$ cat src/rtl/core/khts_pkg.sv
// shared types, constants and crc function for the key hash tag node select block
package khts_pkg;

  localparam int KEY_W   = 8;
  localparam int CRC_W   = 16;
  localparam int NODE_W  = 10;
  localparam int CFG_W   = 11;
  localparam int CNT_W   = 5;

  localparam logic [CRC_W-1:0] CRC_POLY    = 16'h1021;
  localparam logic [KEY_W-1:0] OPEN_BRACE  = 8'h7B;
  localparam logic [KEY_W-1:0] CLOSE_BRACE = 8'h7D;
  localparam logic [CFG_W-1:0] NODE_COUNT_RST = 11'd1;

  typedef struct packed {
    logic [KEY_W-1:0] key_byte;
    logic             last_byte;
  } khts_in_t;

  typedef struct packed {
    logic [NODE_W-1:0] node_index;
    logic [CRC_W-1:0]  key_crc;
    logic              tag_used;
  } khts_out_t;

  typedef enum logic [1:0] {
    ST_IDLE,
    ST_DIV,
    ST_WAIT
  } khts_state_t;

  // crc-16 over one byte, msb first, 0x1021
  function automatic logic [CRC_W-1:0] crc_byte(input logic [CRC_W-1:0] crc,
                                                input logic [KEY_W-1:0] data);
    logic [CRC_W-1:0] c;
    c = crc ^ {data, 8'h00};
    for (int k = 0; k < 8; k++) begin
      if (c[CRC_W-1]) begin
        c = {c[CRC_W-2:0], 1'b0} ^ CRC_POLY;
      end else begin
        c = {c[CRC_W-2:0], 1'b0};
      end
    end
    return c;
  endfunction

endpackage

$ cat src/rtl/core/khts_mod_unit.sv
// bit-serial restoring remainder unit: 16-bit dividend, one bit per cycle
module khts_mod_unit #(
  parameter int DIV_W = 11
) (
  input  logic                         clk,
  input  logic                         rst_n,
  input  logic                         start,
  input  logic [khts_pkg::CRC_W-1:0]   dividend,
  input  logic [DIV_W-1:0]             divisor,
  output logic                         done,
  output logic [DIV_W-1:0]             rem
);
  import khts_pkg::*;

  logic [CRC_W-1:0] dvd_r, dvd_nxt;
  logic [DIV_W-1:0] div_r, div_nxt;
  logic [DIV_W:0]   rem_r, rem_nxt;
  logic [CNT_W-1:0] cnt_r, cnt_nxt;
  logic             busy_r, busy_nxt;
  logic [DIV_W:0]   trial;

  always_comb begin
    dvd_nxt  = dvd_r;
    div_nxt  = div_r;
    rem_nxt  = rem_r;
    cnt_nxt  = cnt_r;
    busy_nxt = busy_r;
    trial    = {rem_r[DIV_W-1:0], dvd_r[CRC_W-1]};
    if (start) begin
      dvd_nxt  = dividend;
      div_nxt  = divisor;
      rem_nxt  = '0;
      cnt_nxt  = CNT_W'(CRC_W);
      busy_nxt = 1'b1;
    end else if (busy_r) begin
      if (cnt_r != '0) begin
        // partial remainder stays below twice the divisor
        if (trial >= {1'b0, div_r}) begin
          rem_nxt = trial - {1'b0, div_r};
        end else begin
          rem_nxt = trial;
        end
        dvd_nxt = {dvd_r[CRC_W-2:0], 1'b0};
        cnt_nxt = cnt_r - CNT_W'(1);
      end else begin
        busy_nxt = 1'b0;
      end
    end
  end

  always_ff @(posedge clk) begin
    if (!rst_n) begin
      busy_r <= 1'b0;
      cnt_r  <= '0;
    end else begin
      busy_r <= busy_nxt;
      cnt_r  <= cnt_nxt;
    end
    dvd_r <= dvd_nxt;
    div_r <= div_nxt;
    rem_r <= rem_nxt;
  end

  assign done = busy_r && (cnt_r == '0);
  assign rem  = rem_r[DIV_W-1:0];

endmodule

$ cat src/rtl/core/key_hash_tag_node_select_core.sv
// top level: per-byte key crc with hash tag selection and node index by remainder
// Key bytes are taken one per cycle while in_ready is high; each byte updates the
// whole-key CRC-16 and, inside an open tag, the hash tag CRC-16 in the cycle of its
// transfer. A final byte (last_byte set) starts the bit-serial remainder unit, which
// works one bit of the 16-bit CRC per cycle; in_ready stays low after a final byte
// through the remainder steps and the load of the result register. If the previous
// result still waits on out_ready at that point, in_ready stays low until that result
// is taken. The result register lets the next key stream in while a result still
// waits on out_ready.
// node_count 0 acts as 1, and a count above MAX_NODES acts as MAX_NODES.
module key_hash_tag_node_select_core #(
  parameter int MAX_NODES = 1024
) (
  input  logic                        clk,
  input  logic                        rst_n,
  input  logic                        in_valid,
  output logic                        in_ready,
  input  khts_pkg::khts_in_t          in_data,
  output logic                        out_valid,
  input  logic                        out_ready,
  output khts_pkg::khts_out_t         out_data,
  input  logic                        cfg_valid,
  output logic                        cfg_ready,
  input  logic [khts_pkg::CFG_W-1:0]  cfg_node_count
);
  import khts_pkg::*;

  localparam int DIV_W = $clog2(MAX_NODES + 1);

  khts_state_t      state_r, state_nxt;
  logic [CFG_W-1:0] node_count_r;
  logic [CRC_W-1:0] whole_crc_r, tag_crc_r;
  logic             open_seen_r, close_seen_r, tag_closed_r;
  logic [CRC_W-1:0] pend_crc_r;
  logic             pend_tag_r;
  logic             out_valid_r, out_valid_nxt;
  khts_out_t        out_data_r;

  logic [CRC_W-1:0] whole_upd, tag_upd;
  logic             open_upd, close_upd, closed_upd;
  logic             in_xfer, out_free, div_start, div_done, load_out;
  logic [DIV_W-1:0] divisor, div_rem;
  logic [CRC_W-1:0] rem_ext;

  assign in_ready  = (state_r == ST_IDLE);
  assign cfg_ready = 1'b1;
  assign in_xfer   = in_valid && in_ready;
  assign out_free  = !out_valid_r || out_ready;

  // per-byte tag tracking
  always_comb begin
    whole_upd  = crc_byte(whole_crc_r, in_data.key_byte);
    tag_upd    = tag_crc_r;
    open_upd   = open_seen_r;
    close_upd  = close_seen_r;
    closed_upd = tag_closed_r;
    if (!close_seen_r) begin
      if (in_data.key_byte == CLOSE_BRACE) begin
        close_upd  = 1'b1;
        closed_upd = open_seen_r;
      end else if (open_seen_r) begin
        tag_upd = crc_byte(tag_crc_r, in_data.key_byte);
      end else if (in_data.key_byte == OPEN_BRACE) begin
        open_upd = 1'b1;
      end
    end
  end

  // clamp node count into 1..MAX_NODES
  always_comb begin
    if (node_count_r == '0) begin
      divisor = DIV_W'(1);
    end else if (int'(node_count_r) > MAX_NODES) begin
      divisor = DIV_W'(MAX_NODES);
    end else begin
      divisor = DIV_W'(node_count_r);
    end
  end

  always_comb begin
    state_nxt = state_r;
    div_start = 1'b0;
    load_out  = 1'b0;
    case (state_r)
      ST_IDLE: begin
        if (in_xfer && in_data.last_byte) begin
          div_start = 1'b1;
          state_nxt = ST_DIV;
        end
      end
      ST_DIV: begin
        if (div_done) begin
          if (out_free) begin
            load_out  = 1'b1;
            state_nxt = ST_IDLE;
          end else begin
            state_nxt = ST_WAIT;
          end
        end
      end
      ST_WAIT: begin
        if (out_free) begin
          load_out  = 1'b1;
          state_nxt = ST_IDLE;
        end
      end
      default: begin
        state_nxt = ST_IDLE;
      end
    endcase
  end

  always_comb begin
    if (load_out) begin
      out_valid_nxt = 1'b1;
    end else if (out_ready) begin
      out_valid_nxt = 1'b0;
    end else begin
      out_valid_nxt = out_valid_r;
    end
  end

  assign rem_ext = CRC_W'(div_rem);

  always_ff @(posedge clk) begin
    if (!rst_n) begin
      state_r      <= ST_IDLE;
      node_count_r <= NODE_COUNT_RST;
      whole_crc_r  <= '0;
      tag_crc_r    <= '0;
      open_seen_r  <= 1'b0;
      close_seen_r <= 1'b0;
      tag_closed_r <= 1'b0;
      out_valid_r  <= 1'b0;
    end else begin
      state_r     <= state_nxt;
      out_valid_r <= out_valid_nxt;
      if (cfg_valid && cfg_ready) begin
        node_count_r <= cfg_node_count;
      end
      if (in_xfer) begin
        if (in_data.last_byte) begin
          whole_crc_r  <= '0;
          tag_crc_r    <= '0;
          open_seen_r  <= 1'b0;
          close_seen_r <= 1'b0;
          tag_closed_r <= 1'b0;
        end else begin
          whole_crc_r  <= whole_upd;
          tag_crc_r    <= tag_upd;
          open_seen_r  <= open_upd;
          close_seen_r <= close_upd;
          tag_closed_r <= closed_upd;
        end
      end
    end
    if (in_xfer && in_data.last_byte) begin
      pend_crc_r <= closed_upd ? tag_upd : whole_upd;
      pend_tag_r <= closed_upd;
    end
    if (load_out) begin
      out_data_r.node_index <= rem_ext[NODE_W-1:0];
      out_data_r.key_crc    <= pend_crc_r;
      out_data_r.tag_used   <= pend_tag_r;
    end
  end

  // dividend is taken straight from the update path in the transfer cycle
  khts_mod_unit #(
    .DIV_W (DIV_W)
  ) u_mod (
    .clk      (clk),
    .rst_n    (rst_n),
    .start    (div_start),
    .dividend (closed_upd ? tag_upd : whole_upd),
    .divisor  (divisor),
    .done     (div_done),
    .rem      (div_rem)
  );

  assign out_valid = out_valid_r;
  assign out_data  = out_data_r;

endmodule

$ cat config.mk
export PLATFORM = sky130hd
export DESIGN_NAME = key_hash_tag_node_select_core
export DESIGN_NICKNAME = d
export VERILOG_FILES = /design/src/rtl/core/khts_pkg.sv /design/src/rtl/core/khts_mod_unit.sv /design/src/rtl/core/key_hash_tag_node_select_core.sv
export SDC_FILE = /design/constraint.sdc
export NUM_CORES = 1
export LEC_CHECK = 0
export BUFFER_PORTS_ARGS = -buffer_cell sky130_fd_sc_hd__buf_2
export CAP_MARGIN = 15
export CORE_ASPECT_RATIO = 0.7
export CORE_MARGIN = 5
export CORE_UTILIZATION = 45
export DETAILED_ROUTE_END_ITERATION = 8
export PLACE_DENSITY_LB_ADDON = 0.2
export SLEW_MARGIN = 20
export SYNTH_ARGS = -nofsm -noshare
export SYNTH_HDL_FRONTEND = slang
export SYNTH_SLANG_ARGS = --single-unit
$ cat constraint.sdc
create_clock -name clk -period 7.1 [get_ports clk]
set_input_delay 0.355 -clock clk [delete_from_list [all_inputs] [get_ports clk]]
set_output_delay 0.355 -clock clk [all_outputs]
set_load 0.005 [all_outputs]
==> results of run 1 <==
==> kinds of logic after synthesis <==
| logic type | after synthesis |
|---|---|
| fa+ha+maj | 17 |
| buf+inv | 48 |
| other cells | 1 |
| mux | 36 |
| simple gates | 181 |
| compound gates | 118 |
| flops | 137 |
| xor+xnor | 57 |
==> path summary, 6_finish.rpt <==
kind | start | endpoint | slack [ps] | cells after the start
worst max-delay path | state_r[0] | u_mod.rem_r[1] | 3650 | 7
worst min-delay path | cfg_node_count[0] | node_count_r[0] | 180 | 3
worst max register to register | state_r[0] | u_mod.rem_r[1] | 3650 | 7
worst min register to register | pend_crc_r[12] | out_data[13] | 420 | 0
==> where the power goes <==
part / switching (mW) / total [mW] / leakage, nW / internal, mW
Combinational: 0.245 / 0.399 / 1.28 / 0.154
Clock: 0.338 / 0.889 / 0.282 / 0.551
Sequential: 0.0348 / 0.948 / 1.20 / 0.913
Total: 0.618 / 2.24 / 2.76 / 1.62
==> critical path: cells and delay by family (launching register included) <==
family,cells,cell delay [ps]
AOI/OAI and AO/OA,1,110
adders and majority gates,1,270
buffers and inverters,2,1080
DFF,1,350
and+or+nand+nor,3,1520
==> stage by stage <==
stage | total power [mW] | worst slack [ps] | area [µm²] | cells | hold slack, ps
CTS | 2.24 | 4060 | 7410 | 847 | 167
detailed placement | 1.35 | 4070 | 6830 | 815 | 405
global placement | 1.34 | 4150 | 6830 | 815 | 402
floorplan | 1.24 | 4540 | 6410 | 595 | 400
global route | 2.33 | 3260 | 7410 | 847 | 169
finish | 2.24 | 3650 | 7410 | 847 | 180
==> metal layers <==
metal | global-route usage | vias up
met1 | 0.268 | 2088
met2 | 0.240 | 159
li1 | - | 2185
met5 | 0 | -
met4 | 0.0464 | 0
met3 | 0.0452 | 12
==> sequential cells by signal, summed over array words and instances (netlist names) <==
name	count
state_r	2
u_mod.div_r	11
tag_closed_r	1
u_mod.busy_r	1
pend_crc_r	16
u_mod.dvd_r	16
close_seen_r	1
pend_tag_r	1
node_count_r	11
u_mod.cnt_r	5
whole_crc_r	16
open_seen_r	1
out_data	27
tag_crc_r	16
out_valid	1
u_mod.rem_r	11
==> cell usage in the layout, fill, tap and decap left out, drive strengths merged, types with 22 or more instances in the layout <==
cell	count
nand2	62
nor2	27
nor2b	37
xnor2	41
and2	23
buf	56
edfxtp	71
o21ai	50
mux2i	22
dfxtp	66
inv	22
==> final cells by class <==
type	instances	area [µm²]	area share
repair buffers	56	288	0.0388
clock buffers	20	437	0.0589
clock inverters	12	150	0.0202
multi-input cells	410	2770	0.373
inverters	22	82.6	0.0111
flip-flops and latches	137	3450	0.466
well taps	190	238	0.0321
==> summary.txt, run 1 <==
CTS
  • Setup Buffers After CTS: 0
  • H-tree depth: 4
  • Total clock sinks: 137
  • Clock Pin Slew Worst Setup and Hold Paths: 60 ps
  • CTS Root Cell: clkbuf_16
  • Worst skew pair latency: 410 ps
  • CTS max path bufs: 2
  • CTS tree: built
  • Post-CTS Resized: 0
  • Hold buffer count at cts: 0
  • CTS Buf Count: 17

Yosys
  • Adder-cell area share of the yosys netlist: 0.0343
  • Post-synth top cells: edfxtp_1 (71), dfxtp_1 (66), nand2_1 (62)
  • Syn_nets: 637
  • Synth Instances: 595
  • Simple-gate share of the synthesized area: 0.146
  • Synth Flop Type: edfxtp_1
  • Main combinational cell family by area after synthesis: simple AND/OR/NAND/NOR gates
  • Synthesized area per cell: 10.8 µm²
  • Yosys warns: 0
  • Register bit total from synthesis: 137
  • Mux contribution to synthesized area: 0.0595
  • Share of the yosys chip area belonging to registers: 0.539
  • Ranking of synthesized cells by area: edfxtp_1 (33%), dfxtp_1 (21%), xnor2_1 (5.6%)
  • Post-synth EDFFs: 71
  • Ys async rst share: 0
  • Count leader, synth: edfxtp_1
  • Compound-Gate Fraction of Synth Area: 0.112
  • Synth Area in XOR/XNOR: 0.0779
  • Synthesized cell area: 6410 µm²
  • Synth top area share: 0.333
  • Cell variety after synth: 53
  • Area leader, netlist: edfxtp_1

Global routing
  • Vias in the first global route: 4214
  • GRT Overall Usage: 0.174
  • First-pass GRT wire length: 22.8 mm
  • Pin count of the biggest net entering global routing: 51
  • Initial antenna violation count: 0
  • Overflow after GRT: 0

Route
  • Drt first-iter violations: 401
  • Vias per std cell: 5.25
  • Length of routed wiring on met1: 7.42 mm
  • DRC viols: 0
  • Vias: 4444
  • WL met3: 955 µm
  • Max layer used: met4
  • WL final: 14.2 mm
  • Routed Antenna Nets: 0
  • DR WL met2: 5.69 mm
  • DR WL/cell: 16.8 µm
  • First-pass DRT Iterations: 6

Layout
  • NumNets Final: 686
  • Area grow syn2layout: 15.7%
  • Diodes inserted: 0
  • Fill count: 1246
  • Final Core Density: 0.531
  • Layout cells sized above 1: 0.160

Power
  • P_leak: 2.76 nW
  • Worst vdd ir: 0.202 mV
  • Pwr/cell area: 302 nW/µm²

Setup path
  • Endpoint type of the worst setup path: flop
  • Worst EP required: 7390 ps
  • Worst stage delay on the critical path: 990 ps
  • CP startpoint kind: flop
  • CP Cell Sequence: inv_1, ha_1, and2_1, nand2_1, clkinv_1, or4_1, o311ai_0
  • CP max FO: 30
  • CP max-delay cell: clkinv_1
  • WP data arrival: 3750 ps
  • Critical path type: flop to flop

Place
  • Port bufs: 53
  • Final HPWL DP: 10.2 mm
  • Routability Congestion: 0.882

Floorplanning
  • Core Region: 14000 µm²
  • Num rows: 36
  • Starting density of the core: 0.459
  • Chip Width: 153 µm
  • Num ports: 55
  • Die Footprint: 16800 µm²
  • Die Y: 110 µm

Timing
  • Slew HR: 0.319
  • Slew @ Worst Pin: 1020 ps
  • Final setup viols: 0
  • Worst Skew: 11.9 ps
  • Total negative slack: 0 ps
  • Final worst-path cycle share: 0.486
  • Final Hold Viols: 0
  • FMAX: 290 MHz
  • RSZ-0062 raised after global routing: false
  • Tmin final: 3450 ps
  • Slew Limit Fails: 0

Worst hold path
  • Hold crit path type: input pin to flop

Run status
  • Status: finished, final reports clean

Flow run
  • Number of max-cap violations: 0
No activity file was read; power rests on OpenSTA's default activity.
==> run 2, diff against run 1 <==
ABC_AREA = 1   (was default)
clock period = 3.6 ns   (was 7.1 ns; I/O delays follow)
==> run 2 against run 1 <==
Effect of this change: largest power group unchanged; register-to-register slack got worse by 2700 ps; maximum frequency increased by 33%; worst hold slack got worse by 160 ps; first-iteration DRC count increased by 40%; total power increased by 110%; synthesized cell count increased by 52%; critical path depth increased by 3; synthesized area increased by 14%; worst setup slack got worse by 2700 ps.
==> summary.txt, run 2 <==
Setup path
  • Critical path type: flop to flop
  • CP max FO: 27 (-10%)
  • CP max-delay cell: nor2_1
  • CP startpoint kind: flop
  • CP Cell Sequence: inv_1, ha_1, nand2_1, inv_1, nand2_1, inv_2, buf_4, nor2_1, nand3_1, o21ai_1
  • WP data arrival: 2950 ps (-800 ps)
  • Worst stage delay on the critical path: 700 ps (-290 ps)
  • Reg2Reg Setup Slack: 1000 ps (-2650 ps)
  • CP delay by family, top: simple AND/OR/NAND/NOR gates
  • Worst EP required: 3940 ps (-3450 ps)
  • WP buf/inv: 4 (+2)
  • Endpoint type of the worst setup path: flop

Worst hold path
  • Hold crit path type: input pin to flop

Power
  • P_leak: 3.63 nW (+32%)
  • Worst vdd ir: 0.312 mV (+55%)
  • Pwr/cell area: 557 nW/µm² (+85%)

Yosys
  • Synth Instances: 902 (+52%)
  • Post-synth EDFFs: 71 (unchanged)
  • Register bit total from synthesis: 137 (unchanged)
  • Ys async rst share: 0 (unchanged)
  • Ranking of synthesized cells by area: edfxtp_1 (29%), dfxtp_1 (18%), nand2_1 (15%)
  • Area leader, netlist: edfxtp_1
  • Synthesized area per cell: 8.12 µm² (-25%)
  • Synth Flop Type: edfxtp_1
  • Yosys warns: 0 (unchanged)
  • Synthesized cell area: 7320 µm² (+14%)
  • Count leader, synth: nand2_1
  • Synth top area share: 0.291 (-0.0413)
  • Share of the yosys chip area belonging to registers: 0.472 (-0.0669)
  • Post-synth top cells: nand2_1 (302), inv_1 (98), edfxtp_1 (71)
  • Syn_nets: 944 (+48%)
  • Cell variety after synth: 42 (-21%)

Global routing
  • Initial antenna violation count: 0 (unchanged)
  • Vias in the first global route: 5009 (+19%)
  • GRT Overall Usage: 0.192 (+0.0184)
  • Overflow after GRT: 0 (unchanged)
  • First-pass GRT wire length: 27.8 mm (+22%)
  • Pin count of the biggest net entering global routing: 35 (-31%)

Place
  • Port bufs: 53 (unchanged)
  • Routability Congestion: 0.898 (+1.8%)
  • Final HPWL DP: 13.1 mm (+28%)

Route
  • Vias per std cell: 4.94 (-5.8%)
  • Vias: 5887 (+32%)
  • DRC viols: 0 (unchanged)
  • Routed Antenna Nets: 0 (unchanged)
  • DR WL/cell: 14.9 µm (-11%)
  • WL final: 17.7 mm (+25%)
  • Drt first-iter violations: 560 (+40%)
  • First-pass DRT Iterations: 5 (-1)

Layout
  • Register area: 3450 µm² (unchanged)
  • Diodes inserted: 0 (unchanged)
  • NumNets Final: 995 (+45%)
  • Multi-input logic area: 3260 µm² (+18%)
  • Layout cells sized above 1: 0.150 (-0.00971)
  • Area grow syn2layout: 13.7%
  • Fill count: 1543 (+24%)
  • Max reg flops: 27 (unchanged)
  • Commonest non-fill, non-tap cell in the layout: nand2_1
  • Most frequent cells in the layout: nand2_1 (302), inv_1 (98), edfxtp_1 (71), nand3_1 (67), dfxtp_1 (66)

CTS
  • Total clock sinks: 137 (unchanged)
  • H-tree depth: 4 (unchanged)
  • CTS max path bufs: 2 (unchanged)
  • CTS tree: built
  • CTS Buf Count: 17 (unchanged)
  • Worst skew pair latency: 420 ps (about the same)
  • Clock Pin Slew Worst Setup and Hold Paths: 60 ps (about the same)
  • Setup Buffers After CTS: 0 (unchanged)
  • CTS Root Cell: clkbuf_16

Run status
  • Status: finished, final reports clean

Floorplanning
  • Chip Width: 162 µm (+6.4%)
  • Core Region: 16200 µm² (+16%)
  • Num ports: 55 (unchanged)
  • Starting density of the core: 0.453 (-0.00589)
  • Die Y: 117 µm (+6.2%)
  • Num rows: 39 (+8.3%)
  • Die Footprint: 19000 µm² (+13%)

Timing
  • Slew Limit Fails: 0 (unchanged)
  • Final Hold Viols: 0 (unchanged)
  • Total negative slack: 0 ps (unchanged)
  • Final worst-path cycle share: 0.723 (+0.237)
  • Slew HR: 0.422 (+0.103)
  • Final setup viols: 0 (unchanged)
  • Worst Skew: 10.1 ps (-1.75 ps)
  • RSZ-0062 raised after global routing: false
  • Hold Slack: 20.8 ps (-159 ps)
  • FMAX: 384 MHz (+33%)
  • Tmin final: 2600 ps (-850 ps)
  • Slew @ Worst Pin: 864 ps (-151 ps)

Flow run
  • Number of max-cap violations: 0 (unchanged)
==> run 2: power breakdown <==
group	internal (mW)	total, mW	leakage, nW	switching, mW
clock	0.971	1.72	0.287	0.748
sequential	1.87	1.93	1.19	0.0648
combinational	0.310	0.988	2.15	0.678
==> run 2: worst register-to-register path, delay by kind of cell, from the launching register on <==
kind | cells | cell delay, ps
DFF | 1 | 340
adders and majority gates | 1 | 230
and+or+nand+nor | 4 | 1270
AOI/OAI and AO/OA | 1 | 110
buffers and inverters | 4 | 570
==> run 2: repair_timing <==
item,in CTS,in global routing
hold endpoints to repair,2,0
gates resized for setup,0,0
hold buffers,2,0
==> run 2: kinds of logic after synthesis <==
group | share of synthesized area
AND/OR/NAND/NOR | 0.305
adder cells (fa/ha/maj) | 0.0301
flip-flops | 0.472
AO/OA/AOI/OAI | 0.0690
other | 0.000512
XOR/XNOR | 0.0407
buffers and inverters | 0.0832
==> run 2: per-stage QoR <==
stage          setup slack, ps  area (µm²)  total power [mW]   util  std cells
3_3_place_gp              1150        7720              2.93  0.478       1157
5_1_grt                    787        8330              4.87  0.515       1191
3_5_place_dp              1080        7720              2.93  0.478       1157
2_1_floorplan             1060        7320              2.62      -        902
4_1_cts                   1050        8330              4.65  0.515       1191
6_report                   996        8330              4.64  0.515       1191
==> run 2: cell type report <==
type | instances | area share
clock buffers | 19 | 0.0558
clock inverters | 13 | 0.0144
inverters | 106 | 0.0481
multi-input cells | 628 | 0.392
flip-flops and latches | 137 | 0.415
well taps | 225 | 0.0338
repair buffers | 63 | 0.0415
==> run 2: final timing paths <==
path,start,endpoint,cells after the start
min reg2reg,pend_crc_r[15],out_data[16],0
max reg2reg,state_r[0],u_mod.rem_r[0],10
min,cfg_valid,node_count_r[0],2
max,state_r[0],u_mod.rem_r[0],10
==> run 2: layer usage <==
metal	share of wire	global-route usage
met1	0.54	0.317
met5	0	0
met3	0.079	0.0402
met4	0.0093	0.0524
met2	0.37	0.247
==> run 3, diff against run 2 <==
clock period = 2.5 ns   (was 3.6 ns; I/O delays follow)
==> run 3 against run 2 <==
Effect of this change: first-iteration DRC count decreased by 9.8%; clock power increased by 48%; maximum frequency increased by 22%; clock-buffer cell count decreased by 1; utilization increased by 1.0 points; non-clock buffer count increased by 16; cell count increased by 1.3%; combinational power increased by 50%; clock skew increased by 4.1 ps; global-route usage increased by 0.66 points; sequential share of layout area decreased by 0.82 points; critical path type unchanged; final area increased by 2.0%; largest cell class unchanged.
==> summary.txt, run 3 (synthesized netlist as in run 2, its figures left out) <==
Global routing
  • Pin count of the biggest net entering global routing: 35 (unchanged)
  • Vias in the first global route: 5260 (+5.0%)
  • Overflow after GRT: 0 (unchanged)
  • First-pass GRT wire length: 29.0 mm (+4.4%)
  • Initial antenna violation count: 0 (unchanged)
  • GRT Overall Usage: 0.199 (+0.00659)

Timing
  • Hold Slack: 25.0 ps (+4.28 ps)
  • FMAX: 467 MHz (+22%)
  • Tmin final: 2140 ps (-463 ps)
  • Slew HR: 0.582 (+0.160)
  • RSZ-0062 raised after global routing: false
  • Slew @ Worst Pin: 627 ps (-237 ps)
  • Final setup viols: 0 (unchanged)
  • Final worst-path cycle share: 0.857 (+0.133)
  • Worst Skew: 14.2 ps (+4.10 ps)
  • Slew Limit Fails: 0 (unchanged)
  • Total negative slack: 0 ps (unchanged)
  • Final Hold Viols: 0 (unchanged)

Setup path
  • Worst path depth: 12 (+2)
  • CP Cell Sequence: ha_1, fa_1, inv_1, nand2_1, nand2_1, nand2_1, nand2_1, nand3_4, nand3_4, nand2_1, nand3_1, o21ai_1
  • CP delay by family, top: simple AND/OR/NAND/NOR gates
  • Worst EP required: 2820 ps (-1120 ps)
  • Endpoint type of the worst setup path: flop
  • Worst R2R Start: u_mod.div_r[0]
  • Critical path type: flop to flop
  • R2R Path End: u_mod.rem_r[0]
  • Worst stage delay on the critical path: 410 ps (-290 ps)
  • CP max-delay cell: fa_1
  • Most used cell, CP: nand2_1
  • Reg2Reg Setup Slack: 360 ps (-640 ps)
  • WP data arrival: 2460 ps (-490 ps)
  • WP buf/inv: 1 (-3)
  • CP startpoint kind: flop
  • Reg2Reg Depth: 12 (+2)
  • CP max FO: 14 (-48%)

CTS
  • Setup Buffers After CTS: 0 (unchanged)
  • Hold buffer count at cts: 13 (+11)
  • Worst skew pair latency: 430 ps (about the same)
  • CTS max path bufs: 2 (unchanged)
  • Post-CTS Resized: 0 (unchanged)
  • CTS Root Cell: clkbuf_16
  • H-tree depth: 4 (unchanged)
  • CTS tree: built
  • CTS Buf Count: 17 (unchanged)
  • Total clock sinks: 137 (unchanged)
  • Clock Pin Slew Worst Setup and Hold Paths: 70 ps (about the same)

Worst hold path
  • Hold path startpoint: cfg_valid
  • Hold crit path type: input pin to flop
  • Hold path endpoint: node_count_r[10]
  • Hold Crit Depth: 3 (+1)

Layout
  • Commonest non-fill, non-tap cell in the layout: nand2_1
  • Max reg flops: 27 (unchanged)
  • Multi-input logic area: 3260 µm² (unchanged)
  • Fill count: 1501 (-2.7%)
  • NumNets Final: 1011 (+1.6%)
  • Layout cells sized above 1: 0.153 (+0.00265)
  • Final Core Density: 0.526 (+0.0105)
  • Register area: 3450 µm² (unchanged)
  • Area grow syn2layout: 16.0%
  • Diodes inserted: 0 (unchanged)
  • Most frequent cells in the layout: nand2_1 (302), inv_1 (98), edfxtp_1 (71), nand3_1 (67), dfxtp_1 (66)

Route
  • DRC viols: 0 (unchanged)
  • Drt first-iter violations: 505 (-9.8%)
  • DR WL/cell: 14.9 µm (+0.33%)
  • Routed Antenna Nets: 0 (unchanged)
  • Vias per std cell: 4.90 (-0.86%)
  • Vias: 5915 (+0.48%)
  • First-pass DRT Iterations: 5 (unchanged)
  • WL final: 18.0 mm (+1.7%)

Floorplanning
  • Starting density of the core: 0.453 (unchanged)
  • Num rows: 39 (unchanged)
  • Die Footprint: 19000 µm² (unchanged)
  • Chip Width: 162 µm (unchanged)
  • Core Region: 16200 µm² (unchanged)
  • Num ports: 55 (unchanged)
  • Die Y: 117 µm (unchanged)

Power
  • Pwr/cell area: 803 nW/µm² (+44%)
  • Sw Ratio: 0.319 (-0.00197)
  • P_leak: 3.70 nW (+2.0%)
  • NetSw: 2.18 mW (+46%)
  • Sequential Power Share: 0.409 (-0.008)
  • Gate power share: 0.218 (+0.005)
  • Worst vdd ir: 0.475 mV (+52%)
  • Pint: 4.64 mW (+47%)
  • Clk pwr share: 0.374 (+0.004)

Place
  • Final HPWL DP: 13.3 mm (+1.9%)
  • Routability Congestion: 0.904 (+0.69%)
  • Port bufs: 53 (unchanged)

Run status
  • Status: finished, final reports clean

Flow run
  • Number of max-cap violations: 0 (unchanged)
-- run 3: cell types whose count changed in the layout (fill, tap and decap cells not counted) --
cell | before | now
buf_4 | 8 | 13
bufinv_16 | 0 | 1
clkbuf_8 | 1 | 0
clkinv_4 | 3 | 1
clkinv_8 | 0 | 1
clkinvlp_4 | 1 | 3
dlygate4sd3_1 | 2 | 13
inv_6 | 6 | 5
-- run 3: power by group through the flow --
| stage | Sequential [mW] | Clock (mW) | Combinational [mW] |
|---|---|---|---|
| 2_1_floorplan | 2.82 | 0 | 0.950 |
| 3_3_place_gp | 2.83 | 0 | 1.45 |
| 3_5_place_dp | 2.83 | 0 | 1.44 |
| 4_1_cts | 2.79 | 2.59 | 1.47 |
| 5_1_grt | 2.81 | 2.71 | 1.66 |
| 6_report | 2.79 | 2.55 | 1.48 |
-- run 3: layer usage --
| metal | GRT usage | share of wire | vias to the layer above |
|---|---|---|---|
| li1 | - | - | 3045 |
| met1 | 0.324 | 0.53 | 2642 |
| met2 | 0.253 | 0.37 | 214 |
| met3 | 0.0557 | 0.089 | 14 |
| met4 | 0.0451 | 0.0083 | 0 |
| met5 | 0 | 0 | - |
-- run 3: final cells by class --
type                    count  share of cell area
inverters                 106              0.0471
clock buffers              18              0.0530
repair buffers             79              0.0580
clock inverters            14              0.0183
well taps                 225              0.0331
flip-flops and latches    137               0.407
multi-input cells         628               0.384
-- run 3: worst register-to-register path: stages, from the launching register on --
cell and delay, ps:
edfxtp_1 370, ha_1 230, fa_1 410, inv_1 90, nand2_1 50, nand2_1 80
nand2_1 90, nand2_1 110, nand3_4 150, nand3_4 210, nand2_1 100, nand3_1 70
o21ai_1 60
-- run 3: worst max path at each step --
stage	start	slack, ps	to
final	u_mod.div_r[0]	360	u_mod.rem_r[0]
after global routing	u_mod.div_r[0]	200	u_mod.rem_r[0]
after global placement	u_mod.div_r[0]	480	u_mod.rem_r[6]
after detailed placement	u_mod.div_r[0]	400	u_mod.rem_r[8]
after floorplan	u_mod.cnt_r[0]	400	out_data[0]
after CTS	u_mod.div_r[0]	360	u_mod.rem_r[0]
-- run 3: stage by stage --
step           total power, mW  instance area [µm²]  instances  setup slack (ps)
6_report                  6.82                 8490       1207               359
3_5_place_dp              4.28                 7760       1162               395
3_3_place_gp              4.28                 7760       1162               478
2_1_floorplan             3.77                 7320        902               398
5_1_grt                   7.18                 8490       1207               203
4_1_cts                   6.85                 8490       1207               358
